### src/rtl/slot_handle_table_assert.svh
// Assertion macros for the slot handle table RTL.
`ifndef SLOT_HANDLE_TABLE_ASSERT_SVH
`define SLOT_HANDLE_TABLE_ASSERT_SVH

// Same-cycle implication, disabled during reset.
`define SHT_ASSERT_HOLDS(label, clk, rst, ante, cons, msg) \
   label: assert property (@(posedge clk) disable iff (rst) (ante) |-> (cons)) \
      else $error(msg);

// Next-cycle implication, disabled during reset.
`define SHT_ASSERT_NEXT(label, clk, rst, ante, cons, msg) \
   label: assert property (@(posedge clk) disable iff (rst) (ante) |=> (cons)) \
      else $error(msg);

`endif

### src/rtl/sht_pkg.sv
// Types and constants shared by the slot handle table modules.
`default_nettype none

package sht_pkg;

   localparam int SLOTS      = 128;
   localparam int VALUE_BITS = 32;

   localparam int CMD_W = 3;
   localparam int SLOT_W = 8;
   localparam int VAL_W = VALUE_BITS;
   localparam int IDX_W = $clog2(SLOTS);
   localparam int CNT_W = $clog2(SLOTS + 1);
   localparam int ST_W = 3;

   localparam int REQ_DATA_W = ((SLOT_W + VAL_W + 7) / 8) * 8;
   localparam int RSP_BITS   = IDX_W + VAL_W + CNT_W;
   localparam int RSP_DATA_W = ((RSP_BITS + 7) / 8) * 8;
   localparam int RSP_PAD_W  = RSP_DATA_W - RSP_BITS;

   typedef enum logic [CMD_W-1:0] {
      CMD_RESERVE = 3'd0,
      CMD_RELEASE = 3'd1,
      CMD_READ    = 3'd2,
      CMD_SFIRST  = 3'd3,
      CMD_SLAST   = 3'd4
   } cmd_type;

   typedef enum logic [ST_W-1:0] {
      ST_OK       = 3'd0,
      ST_FULL     = 3'd1,
      ST_RANGE    = 3'd2,
      ST_EMPTY    = 3'd3,
      ST_NOTFOUND = 3'd4,
      ST_ZERO     = 3'd5
   } status_type;

   // What the datapath needs after decoding a captured item
   typedef enum logic [1:0] {
      DEC_DONE  = 2'd0,
      DEC_RSCAN = 2'd1,
      DEC_MREAD = 2'd2,
      DEC_SSCAN = 2'd3
   } dec_type;

   typedef enum logic [5:0] {
      S_IDLE   = 6'b000001,
      S_DECODE = 6'b000010,
      S_RSCAN  = 6'b000100,
      S_MREAD  = 6'b001000,
      S_SSCAN  = 6'b010000,
      S_FINISH = 6'b100000
   } state_type;

   // Controller to datapath
   typedef struct packed {
      logic capture;
      logic decode;
      logic rscan;
      logic mread;
      logic sscan;
      logic commit;
   } ctrl_cmd_type;

   // Datapath to controller
   typedef struct packed {
      dec_type dec;
      logic    rscan_hit;
      logic    sscan_done;
      logic    out_free;
   } dp_status_type;

endpackage

`default_nettype wire

### src/rtl/sht_ctrl.sv
// Controller state machine sequencing one item through the slot table datapath.
`default_nettype none

module sht_ctrl (
   input  logic                  clock,
   input  logic                  reset,
   input  logic                  req_tvalid,
   output logic                  req_tready,
   input  sht_pkg::dp_status_type sts_i,
   output sht_pkg::ctrl_cmd_type  cmd_o
);
   import sht_pkg::*;

   state_type state_ff;
   state_type state_in;

   assign req_tready = (state_ff == S_IDLE);

   // Next state and commands
   always_comb begin
      state_in = state_ff;
      cmd_o    = '0;
      unique case (state_ff)
         S_IDLE: begin
            if (req_tvalid) begin
               cmd_o.capture = 1'b1;
               state_in      = S_DECODE;
            end
         end
         S_DECODE: begin
            cmd_o.decode = 1'b1;
            unique case (sts_i.dec)
               DEC_DONE:  state_in = S_FINISH;
               DEC_RSCAN: state_in = S_RSCAN;
               DEC_MREAD: state_in = S_MREAD;
               DEC_SSCAN: state_in = S_SSCAN;
               default:   state_in = S_FINISH;
            endcase
         end
         S_RSCAN: begin
            cmd_o.rscan = 1'b1;
            if (sts_i.rscan_hit) begin
               state_in = S_FINISH;
            end
         end
         S_MREAD: begin
            cmd_o.mread = 1'b1;
            state_in    = S_FINISH;
         end
         S_SSCAN: begin
            cmd_o.sscan = 1'b1;
            if (sts_i.sscan_done) begin
               state_in = S_FINISH;
            end
         end
         S_FINISH: begin
            if (sts_i.out_free) begin
               cmd_o.commit = 1'b1;
               state_in     = S_IDLE;
            end
         end
         default: state_in = S_IDLE;
      endcase
   end

   always_ff @(posedge clock) begin
      if (reset) begin
         state_ff <= S_IDLE;
      end else begin
         state_ff <= state_in;
      end
   end

endmodule

`default_nettype wire

### src/rtl/sht_dpath.sv
// Datapath: valid bits, value memory, pointers, occupancy and the result register.
`default_nettype none

module sht_dpath (
   input  logic                              clock,
   input  logic                              reset,
   input  logic [sht_pkg::REQ_DATA_W-1:0]    req_tdata,
   input  logic [sht_pkg::CMD_W-1:0]         req_tuser,
   input  sht_pkg::ctrl_cmd_type             cmd_i,
   output sht_pkg::dp_status_type            sts_o,
   output logic                              rsp_tvalid,
   input  logic                              rsp_tready,
   output logic [sht_pkg::RSP_DATA_W-1:0]    rsp_tdata,
   output logic [sht_pkg::ST_W-1:0]          rsp_tuser
);
   import sht_pkg::*;

   // Captured item
   cmd_type            cmd_ff, cmd_in;
   logic [SLOT_W-1:0]  slot_ff, slot_in;
   logic [VAL_W-1:0]   key_ff, key_in;

   // Table state
   logic [SLOTS-1:0]   valid_ff, valid_in;
   logic [IDX_W-1:0]   next_ff, next_in;
   logic [CNT_W-1:0]   occ_ff, occ_in;
   logic [VAL_W-1:0]   value_mem [SLOTS];

   // Scan pointer and visit count
   logic [IDX_W-1:0]   ptr_ff, ptr_in;
   logic [CNT_W-1:0]   cnt_ff, cnt_in;

   // Search pipeline: read data plus the tag of the entry it came from
   logic [VAL_W-1:0]   rd_data_ff;
   logic               rd_pend_ff, rd_pend_in;
   logic [IDX_W-1:0]   rd_idx_ff, rd_idx_in;
   logic               rd_vld_ff, rd_vld_in;
   logic               rd_last_ff, rd_last_in;

   // Staged result
   logic [IDX_W-1:0]   res_idx_ff, res_idx_in;
   logic [VAL_W-1:0]   res_val_ff, res_val_in;
   status_type         res_st_ff, res_st_in;

   // Output register
   logic               rsp_valid_ff, rsp_valid_in;
   logic [IDX_W-1:0]   out_idx_ff, out_idx_in;
   logic [VAL_W-1:0]   out_val_ff, out_val_in;
   status_type         out_st_ff, out_st_in;
   logic [CNT_W-1:0]   out_occ_ff, out_occ_in;

   logic [IDX_W-1:0]   slot_idx;
   logic               slot_oor;
   logic [IDX_W-1:0]   rd_addr;
   logic [IDX_W-1:0]   ptr_step;
   logic               match;
   logic               sscan_done;
   logic               rsv_ok;
   logic               rel_ok;
   logic [CNT_W-1:0]   occ_commit;
   dec_type            dec;
   status_type         imm_st;

   assign slot_idx = slot_ff[IDX_W-1:0];
   assign slot_oor = (32'(slot_ff) >= SLOTS);
   assign rd_addr  = cmd_i.decode ? slot_idx : ptr_ff;
   assign ptr_step = (cmd_ff == CMD_SLAST) ? ptr_ff - IDX_W'(1) : ptr_ff + IDX_W'(1);

   // Search compare on the entry read last cycle
   assign match      = rd_pend_ff && rd_vld_ff && (rd_data_ff == key_ff);
   assign sscan_done = match || (rd_pend_ff && rd_last_ff);

   // Decode of the captured item
   always_comb begin
      dec    = DEC_DONE;
      imm_st = ST_RANGE;
      unique case (cmd_ff)
         CMD_RESERVE: begin
            if (key_ff == '0) begin
               imm_st = ST_ZERO;
            end else if (32'(occ_ff) >= SLOTS) begin
               imm_st = ST_FULL;
            end else begin
               dec = DEC_RSCAN;
            end
         end
         CMD_RELEASE, CMD_READ: begin
            if (slot_oor) begin
               imm_st = ST_RANGE;
            end else if (!valid_ff[slot_idx]) begin
               imm_st = ST_EMPTY;
            end else begin
               dec = DEC_MREAD;
            end
         end
         CMD_SFIRST, CMD_SLAST: dec = DEC_SSCAN;
         default:               imm_st = ST_RANGE;
      endcase
   end

   assign rsv_ok = (cmd_ff == CMD_RESERVE) && (res_st_ff == ST_OK);
   assign rel_ok = (cmd_ff == CMD_RELEASE) && (res_st_ff == ST_OK);

   always_comb begin
      priority if (rsv_ok) begin
         occ_commit = occ_ff + CNT_W'(1);
      end else if (rel_ok) begin
         occ_commit = occ_ff - CNT_W'(1);
      end else begin
         occ_commit = occ_ff;
      end
   end

   assign sts_o.dec        = dec;
   assign sts_o.rscan_hit  = !valid_ff[ptr_ff];
   assign sts_o.sscan_done = sscan_done;
   assign sts_o.out_free   = !rsp_valid_ff || rsp_tready;

   // Next values for all datapath registers
   always_comb begin
      cmd_in       = cmd_ff;
      slot_in      = slot_ff;
      key_in       = key_ff;
      valid_in     = valid_ff;
      next_in      = next_ff;
      occ_in       = occ_ff;
      ptr_in       = ptr_ff;
      cnt_in       = cnt_ff;
      rd_pend_in   = rd_pend_ff;
      rd_idx_in    = rd_idx_ff;
      rd_vld_in    = rd_vld_ff;
      rd_last_in   = rd_last_ff;
      res_idx_in   = res_idx_ff;
      res_val_in   = res_val_ff;
      res_st_in    = res_st_ff;
      rsp_valid_in = rsp_valid_ff;
      out_idx_in   = out_idx_ff;
      out_val_in   = out_val_ff;
      out_st_in    = out_st_ff;
      out_occ_in   = out_occ_ff;

      if (cmd_i.capture) begin
         cmd_in  = cmd_type'(req_tuser);
         slot_in = req_tdata[SLOT_W-1:0];
         key_in  = req_tdata[SLOT_W +: VAL_W];
      end

      // Immediate outcome, scan start point
      if (cmd_i.decode) begin
         rd_pend_in = 1'b0;
         cnt_in     = '0;
         res_idx_in = '0;
         res_val_in = '0;
         res_st_in  = imm_st;
         if (dec == DEC_RSCAN) begin
            ptr_in = next_ff;
         end else if (cmd_ff == CMD_SLAST) begin
            ptr_in = IDX_W'(SLOTS - 1);
         end else begin
            ptr_in = '0;
         end
      end

      // Circular walk over valid bits for a free slot
      if (cmd_i.rscan) begin
         if (!valid_ff[ptr_ff]) begin
            res_idx_in = ptr_ff;
            res_st_in  = ST_OK;
         end else begin
            ptr_in = ptr_ff + IDX_W'(1);
         end
      end

      if (cmd_i.mread) begin
         res_idx_in = slot_idx;
         res_val_in = rd_data_ff;
         res_st_in  = ST_OK;
      end

      // One entry issued and one compared per cycle
      if (cmd_i.sscan) begin
         ptr_in     = ptr_step;
         cnt_in     = cnt_ff + CNT_W'(1);
         rd_idx_in  = ptr_ff;
         rd_vld_in  = valid_ff[ptr_ff];
         rd_last_in = (cnt_ff == CNT_W'(SLOTS - 1));
         rd_pend_in = !sscan_done;
         if (match) begin
            res_idx_in = rd_idx_ff;
            res_st_in  = ST_OK;
         end else if (sscan_done) begin
            res_idx_in = '0;
            res_st_in  = ST_NOTFOUND;
         end
      end

      // Apply the table update and load the output register
      if (cmd_i.commit) begin
         rsp_valid_in = 1'b1;
         out_idx_in   = res_idx_ff;
         out_val_in   = res_val_ff;
         out_st_in    = res_st_ff;
         out_occ_in   = occ_commit;
         occ_in       = occ_commit;
         if (rsv_ok) begin
            valid_in[res_idx_ff] = 1'b1;
            next_in              = res_idx_ff + IDX_W'(1);
         end
         if (rel_ok) begin
            valid_in[res_idx_ff] = 1'b0;
         end
      end else if (rsp_tready) begin
         rsp_valid_in = 1'b0;
      end
   end

   // Control registers
   always_ff @(posedge clock) begin
      if (reset) begin
         valid_ff     <= '0;
         next_ff      <= '0;
         occ_ff       <= '0;
         rd_pend_ff   <= 1'b0;
         rsp_valid_ff <= 1'b0;
      end else begin
         valid_ff     <= valid_in;
         next_ff      <= next_in;
         occ_ff       <= occ_in;
         rd_pend_ff   <= rd_pend_in;
         rsp_valid_ff <= rsp_valid_in;
      end
   end

   // Payload registers
   always_ff @(posedge clock) begin
      cmd_ff     <= cmd_in;
      slot_ff    <= slot_in;
      key_ff     <= key_in;
      ptr_ff     <= ptr_in;
      cnt_ff     <= cnt_in;
      rd_idx_ff  <= rd_idx_in;
      rd_vld_ff  <= rd_vld_in;
      rd_last_ff <= rd_last_in;
      res_idx_ff <= res_idx_in;
      res_val_ff <= res_val_in;
      res_st_ff  <= res_st_in;
      out_idx_ff <= out_idx_in;
      out_val_ff <= out_val_in;
      out_st_ff  <= out_st_in;
      out_occ_ff <= out_occ_in;
   end

   // Value memory: one write port, one registered read port
   always_ff @(posedge clock) begin
      rd_data_ff <= value_mem[rd_addr];
      if (cmd_i.commit && rsv_ok) begin
         value_mem[res_idx_ff] <= key_ff;
      end
   end

   assign rsp_tvalid = rsp_valid_ff;
   assign rsp_tdata  = {{RSP_PAD_W{1'b0}}, out_occ_ff, out_val_ff, out_idx_ff};
   assign rsp_tuser  = out_st_ff;

endmodule

`default_nettype wire

### src/rtl/slot_handle_table.sv
// Slot handle table: 128 value slots, reserve/release/read/search, one result per item.
//
// Request channel (req_): command in tuser, slot and value in tdata. The block
// takes one item at a time; req_tready is high while the controller is idle.
// Response channel (rsp_): one result item per request, status in tuser and
// slot index, value and occupancy in tdata, held in an output register.
// After capture and decode, each item takes its own step before the commit:
//   immediate outcomes (zero value, full, out of range, empty slot): none
//   release, read: one registered value-memory read
//   reserve: 1..128 slots walked from the rotating next pointer
//   search first/last: 1..128 entries read through the memory port
// The next item can be accepted as soon as the result is loaded; the reserve
// and search scans take one slot or entry per cycle.
// A waiting result does not block acceptance; a stalled receiver holds the
// current result and the controller waits only to load the following one.
// Reset clears all valid bits, the next pointer and the occupancy at once.
`default_nettype none

module slot_handle_table (
   input  logic                            clock,
   input  logic                            reset,
   input  logic                            req_tvalid,
   output logic                            req_tready,
   // [7:0] slot, [39:8] value
   input  logic [sht_pkg::REQ_DATA_W-1:0]  req_tdata,
   // [2:0] command
   input  logic [sht_pkg::CMD_W-1:0]       req_tuser,
   output logic                            rsp_tvalid,
   input  logic                            rsp_tready,
   // [6:0] slot_index, [38:7] slot_value, [46:39] occupied_count, [47] zero
   output logic [sht_pkg::RSP_DATA_W-1:0]  rsp_tdata,
   // [2:0] status
   output logic [sht_pkg::ST_W-1:0]        rsp_tuser
);
   import sht_pkg::*;

   ctrl_cmd_type     cmd_s;
   dp_status_type    sts_s;
   logic [5:0]       work_cmds;
   logic [CNT_W-1:0] rsp_occ;
   logic             req_take;

   sht_ctrl u_ctrl (
      .clock      (clock),
      .reset      (reset),
      .req_tvalid (req_tvalid),
      .req_tready (req_tready),
      .sts_i      (sts_s),
      .cmd_o      (cmd_s)
   );

   sht_dpath u_dpath (
      .clock      (clock),
      .reset      (reset),
      .req_tdata  (req_tdata),
      .req_tuser  (req_tuser),
      .cmd_i      (cmd_s),
      .sts_o      (sts_s),
      .rsp_tvalid (rsp_tvalid),
      .rsp_tready (rsp_tready),
      .rsp_tdata  (rsp_tdata),
      .rsp_tuser  (rsp_tuser)
   );

   // Checks
   assign work_cmds = {cmd_s.capture, cmd_s.decode, cmd_s.rscan,
                       cmd_s.mread, cmd_s.sscan, cmd_s.commit};
   assign rsp_occ   = rsp_tdata[IDX_W + VAL_W +: CNT_W];
   assign req_take  = req_tvalid && req_tready;

`include "slot_handle_table_assert.svh"

   `SHT_ASSERT_NEXT(a_take_decode, clock, reset, req_take, cmd_s.decode, "item not decoded")
   `SHT_ASSERT_HOLDS(a_commit_free, clock, reset, cmd_s.commit, sts_s.out_free, "result overrun")
   `SHT_ASSERT_HOLDS(a_one_cmd, clock, reset, 1'b1, $onehot0(work_cmds), "commands overlap")
   `SHT_ASSERT_HOLDS(a_occ_max, clock, reset, rsp_tvalid, 32'(rsp_occ) <= SLOTS, "occupancy high")

endmodule

`default_nettype wire

### config.mk
export PLATFORM = sky130hd
export DESIGN_NAME = slot_handle_table
export DESIGN_NICKNAME = d
export VERILOG_FILES = /design/src/rtl/sht_pkg.sv /design/src/rtl/sht_ctrl.sv /design/src/rtl/sht_dpath.sv /design/src/rtl/slot_handle_table.sv
export VERILOG_INCLUDE_DIRS = /design/src /design/src/rtl
export SDC_FILE = /design/constraint.sdc
export NUM_CORES = 2
export LEC_CHECK = 0
export BUFFER_PORTS_ARGS = -buffer_cell sky130_fd_sc_hd__buf_2
export CAP_MARGIN = 20
export CORE_ASPECT_RATIO = 1.75
export CORE_MARGIN = 2
export CORE_UTILIZATION = 46
export DETAILED_ROUTE_END_ITERATION = 12
export SYNTH_ARGS = -nofsm -noshare
export SYNTH_HDL_FRONTEND = slang
export SYNTH_HIERARCHICAL = 1
export SYNTH_SLANG_ARGS = --single-unit
### constraint.sdc
create_clock -name clock -period 7.4 [get_ports clock]
set_clock_uncertainty 0.15 [all_clocks]
set_input_delay 0.37 -clock clock [delete_from_list [all_inputs] [get_ports clock]]
set_output_delay 0.37 -clock clock [all_outputs]
set_load 0.005 [all_outputs]
==> results by group <==
Run status
  • Status: complete, no violations

Floorplan
  • Core Area: ~0.37 sq mm
  • Rows: between 200 and 300
  • Initial Utilization: 0.462
  • # IOs: 100
  • Die height: 814 um
  • Die Area: approximately 0.38 sq mm
  • Die W: 467 um

Clock tree
  • Setup bufs post-CTS: 0
  • TritonCTS Sinks: about 4400
  • CTS H-tree depth: 5
  • CTS root buf: clkbuf_16
  • Worst-path clk slew: around 70 ps
  • Clock latency at the later pin of the worst-skew pair: around 970 ps
  • Max clock buf depth: 4
  • CTS tree: yes
  • Total CTS buffers: 392

GRT
  • First-pass GRT wire length: ~730 mm
  • Aggregate global-route resource usage: 0.277
  • Total grt overflow: 0
  • Largest net degree at the start of global routing: about 130
  • Initial antenna violation count: between 40 and 50
  • Vias in the first global route: 94000

Worst setup path
  • Arrival time worst endpoint: 6310 ps
  • Setup crit end: u_dpath/rd_data_ff[23]
  • Crit-path leading delay family: simple AND/OR/NAND/NOR gates
  • Buf/Inv on CP: 2
  • Stages on the worst setup path: 11
  • FF-to-FF Start: u_ctrl/state_ff[2]
  • Max incr delay on CP: between 800 and 900 ps
  • CP Launch Point: u_ctrl/state_ff[2]
  • Crit path max-delay cell type: o21ai_0
  • CP Launch Type: flip-flop
  • Worst Setup Path Type: flip-flop to flip-flop
  • Reg2reg setup slack: 1740 ps
  • CP max FO: 76
  • Type of destination of the critical path: flip-flop
  • R2R depth: 11
  • Worst-path cell chain: or4_1 -> nor2_4 -> mux2_8 -> buf_12 -> buf_4 -> mux4_2 -> nand2_1 -> and3_1 -> a311oi_1 -> o21ai_0 -> nand4_1
  • Worst r2r dst: u_dpath/rd_data_ff[23]
  • Req. time, crit path: just over 8000 ps

Layout
  • NumNets Final: between 9000 and 10000
  • Share of post-route cells with drive strength above 1: 0.256
  • Highest-count cells in the layout ignoring fill and taps: edfxtp_1, nand2_1, mux4_2, clkbuf_16, buf_4
  • Fill cells: between 20000 and 30000
  • Layout area overhead: 14.0%
  • Commonest non-fill, non-tap cell in the layout: edfxtp_1

Logic synthesis
  • Top cells by area, synth: edfxtp_1, mux4_2, nand2_1, dfxtp_1, a311oi_1
  • Seq/Total Area, Yosys: 0.761
  • Seq cells post-synth: ~4400
  • Number of synthesized flops with an enable pin: roughly 4200
  • Cell Area, Synth: between 0.15 and 0.2 sq mm
  • Syn Inst Count: 8738
  • Avg Inst Size Synth: 19.7 sq um
  • Netlist cell types: 71
  • Synthesized net count: ~9000
  • Synthesis Warnings: 6
  • Cell accounting for the most synthesized area: edfxtp_1
  • Synth top area share: 0.738
  • Post-synth top flop: edfxtp_1
  • Fraction of registers with async set/reset: 0

STA
  • Fin. Hold Viols: 0
  • Final worst path period need: 5660 ps
  • Slew @ Worst Pin: ~1300 ps
  • RSZ-0062 raised after global routing: false
  • Worst hold slack: 270 ps
  • Slew Limit Headroom: 0.151
  • Setup-failing EPs final: 0
  • Final worst-path cycle share: 0.764
  • Setup TNS: 0 ps
  • Max Freq: 0.177 GHz
  • Max-slew violations: 0

Power and ir drop
  • P_leak: between 0.06 and 0.07 uW
  • Logic pwr share: 0.310
  • P_sw: 23800 uW
  • Internal power: 49100 uW
  • Total power divided by cell area: 371 mW/mm^2
  • Seq pwr share: 0.394
  • Switch share: 0.327
  • Maximum vdd drop: 434 uV
  • Clk pwr share: 0.296

Detailed routing
  • Via count: roughly 93000
  • Antenna Nets Post-Route: 0
  • Met3 routed WL: ~40 mm
  • Drt pass-1 iters: 8
  • DRC viols: 0
  • Met1 WL: approximately 190 mm
  • Initial drt markers: about 12000
  • Post-DR vias/cell: 6.37
  • Routed wl met2: around 270 mm
  • Top Layer Used: met5
  • Routed wire length: between 500 and 600 mm
  • Routed WL per cell: ~36 um

Hold path
  • Hold wc startpoint: u_dpath/res_val_ff[22]
  • Tightest Hold Check Type: flip-flop to flip-flop

Placement
  • Placer Congestion: just over 0.9
  • Port bufs: 98
  • HPWL Detailed: about 300 mm

Flow run
  • Count of max-cap constraint violations: 0
==> area by class of cell <==
cell class | instances | area (sq um) | share of cell area
repair buffers | 641 | 5560 | 0.0283
clock inverters | 246 | 2890 | 0.0147
flip-flops and latches | 4438 | 131000 | 0.667
inverters | 12 | 45.0 | 0.000229
clock buffers | 480 | 10500 | 0.0535
well taps | 4933 | 6170 | 0.0314
multi-input cells | 3757 | 40000 | 0.204
diodes | 75 | 188 | 0.000954
==> synthesized netlist by cell type, types with 66 or more instances <==
master    instances
dfxtp_1         200
and3_1          231
a211oi_1         72
edfxtp_1       4238
buf_2           117
a311oi_1        226
nor2_1          253
mux4_2         1083
o21ai_0          98
nand2_1        1092
a21oi_1         101
buf_1            91
nand3_1         101
clkbuf_1        249
o21a_1           66
==> power groups by stage <==
stage / sequential (uW) / combinational [uW] / clock, uW
floorplan: 29500 / 13200 / 0
global placement: 29300 / 22400 / 0
detailed placement: 29300 / 22600 / 0
CTS: 28700 / 22700 / 21800
global route: 28700 / 23600 / 22700
finish: 28700 / 22600 / 21600
==> layer usage <==
metal,GRT usage,vias up
met5,0,-
met4,0.162,20
met3,0.0419,988
met2,0.469,4822
met1,0.336,50300
li1,-,36700
==> worst min path at each step <==
stage                                         to  slack [ps]  cells after the start
after CTS                 u_dpath/out_val_ff[28]         270                      0
after global placement    u_dpath/out_val_ff[22]         260                      0
after floorplan            u_dpath/out_val_ff[0]         250                      0
final                     u_dpath/out_val_ff[22]         270                      0
after global routing      u_dpath/out_val_ff[28]         290                      0
after detailed placement  u_dpath/out_val_ff[22]         250                      0
==> cells by family after synthesis <==
group | Yosys count | synth area share
muxes | 1134 | 0.144
other | 1 | 0.0000217
buffers and inverters | 543 | 0.0148
AOI/OAI and AO/OA | 678 | 0.0284
adders and majority gates | 8 | 0.000573
xor gates and xnor gates | 67 | 0.00340
and+or+nand+nor | 1869 | 0.0476
DFF | 4438 | 0.761
==> sequential cells by signal, summed over array words and instances, names as in the netlist, 32 cells and up <==
register	flops
u_dpath/valid_ff	128
u_dpath/out_val_ff	32
u_dpath/value_mem	4096
u_dpath/res_val_ff	32
u_dpath/rd_data_ff	32
u_dpath/key_ff	32
==> stage by stage <==
stage / area (sq um) / utilization / total power [uW] / setup slack [ps] / instances
after CTS: 196000 / 0.526 / 73300 / 1580 / 14500
after global placement: 182000 / 0.487 / 51700 / 1140 / 13700
after global routing: 197000 / 0.526 / 75000 / 1420 / 14600
after floorplan: 173000 / - / 42700 / 564 / 8738
after detailed placement: 182000 / 0.488 / 51900 / 1600 / 13700
final: 197000 / 0.527 / 72900 / 1740 / 14600
==> timing repair <==
action,in CTS,in global routing
hold endpoints to repair,95,0
gates resized for setup,0,0
hold buffers,90,0
Power figures use the tool's default switching activity.
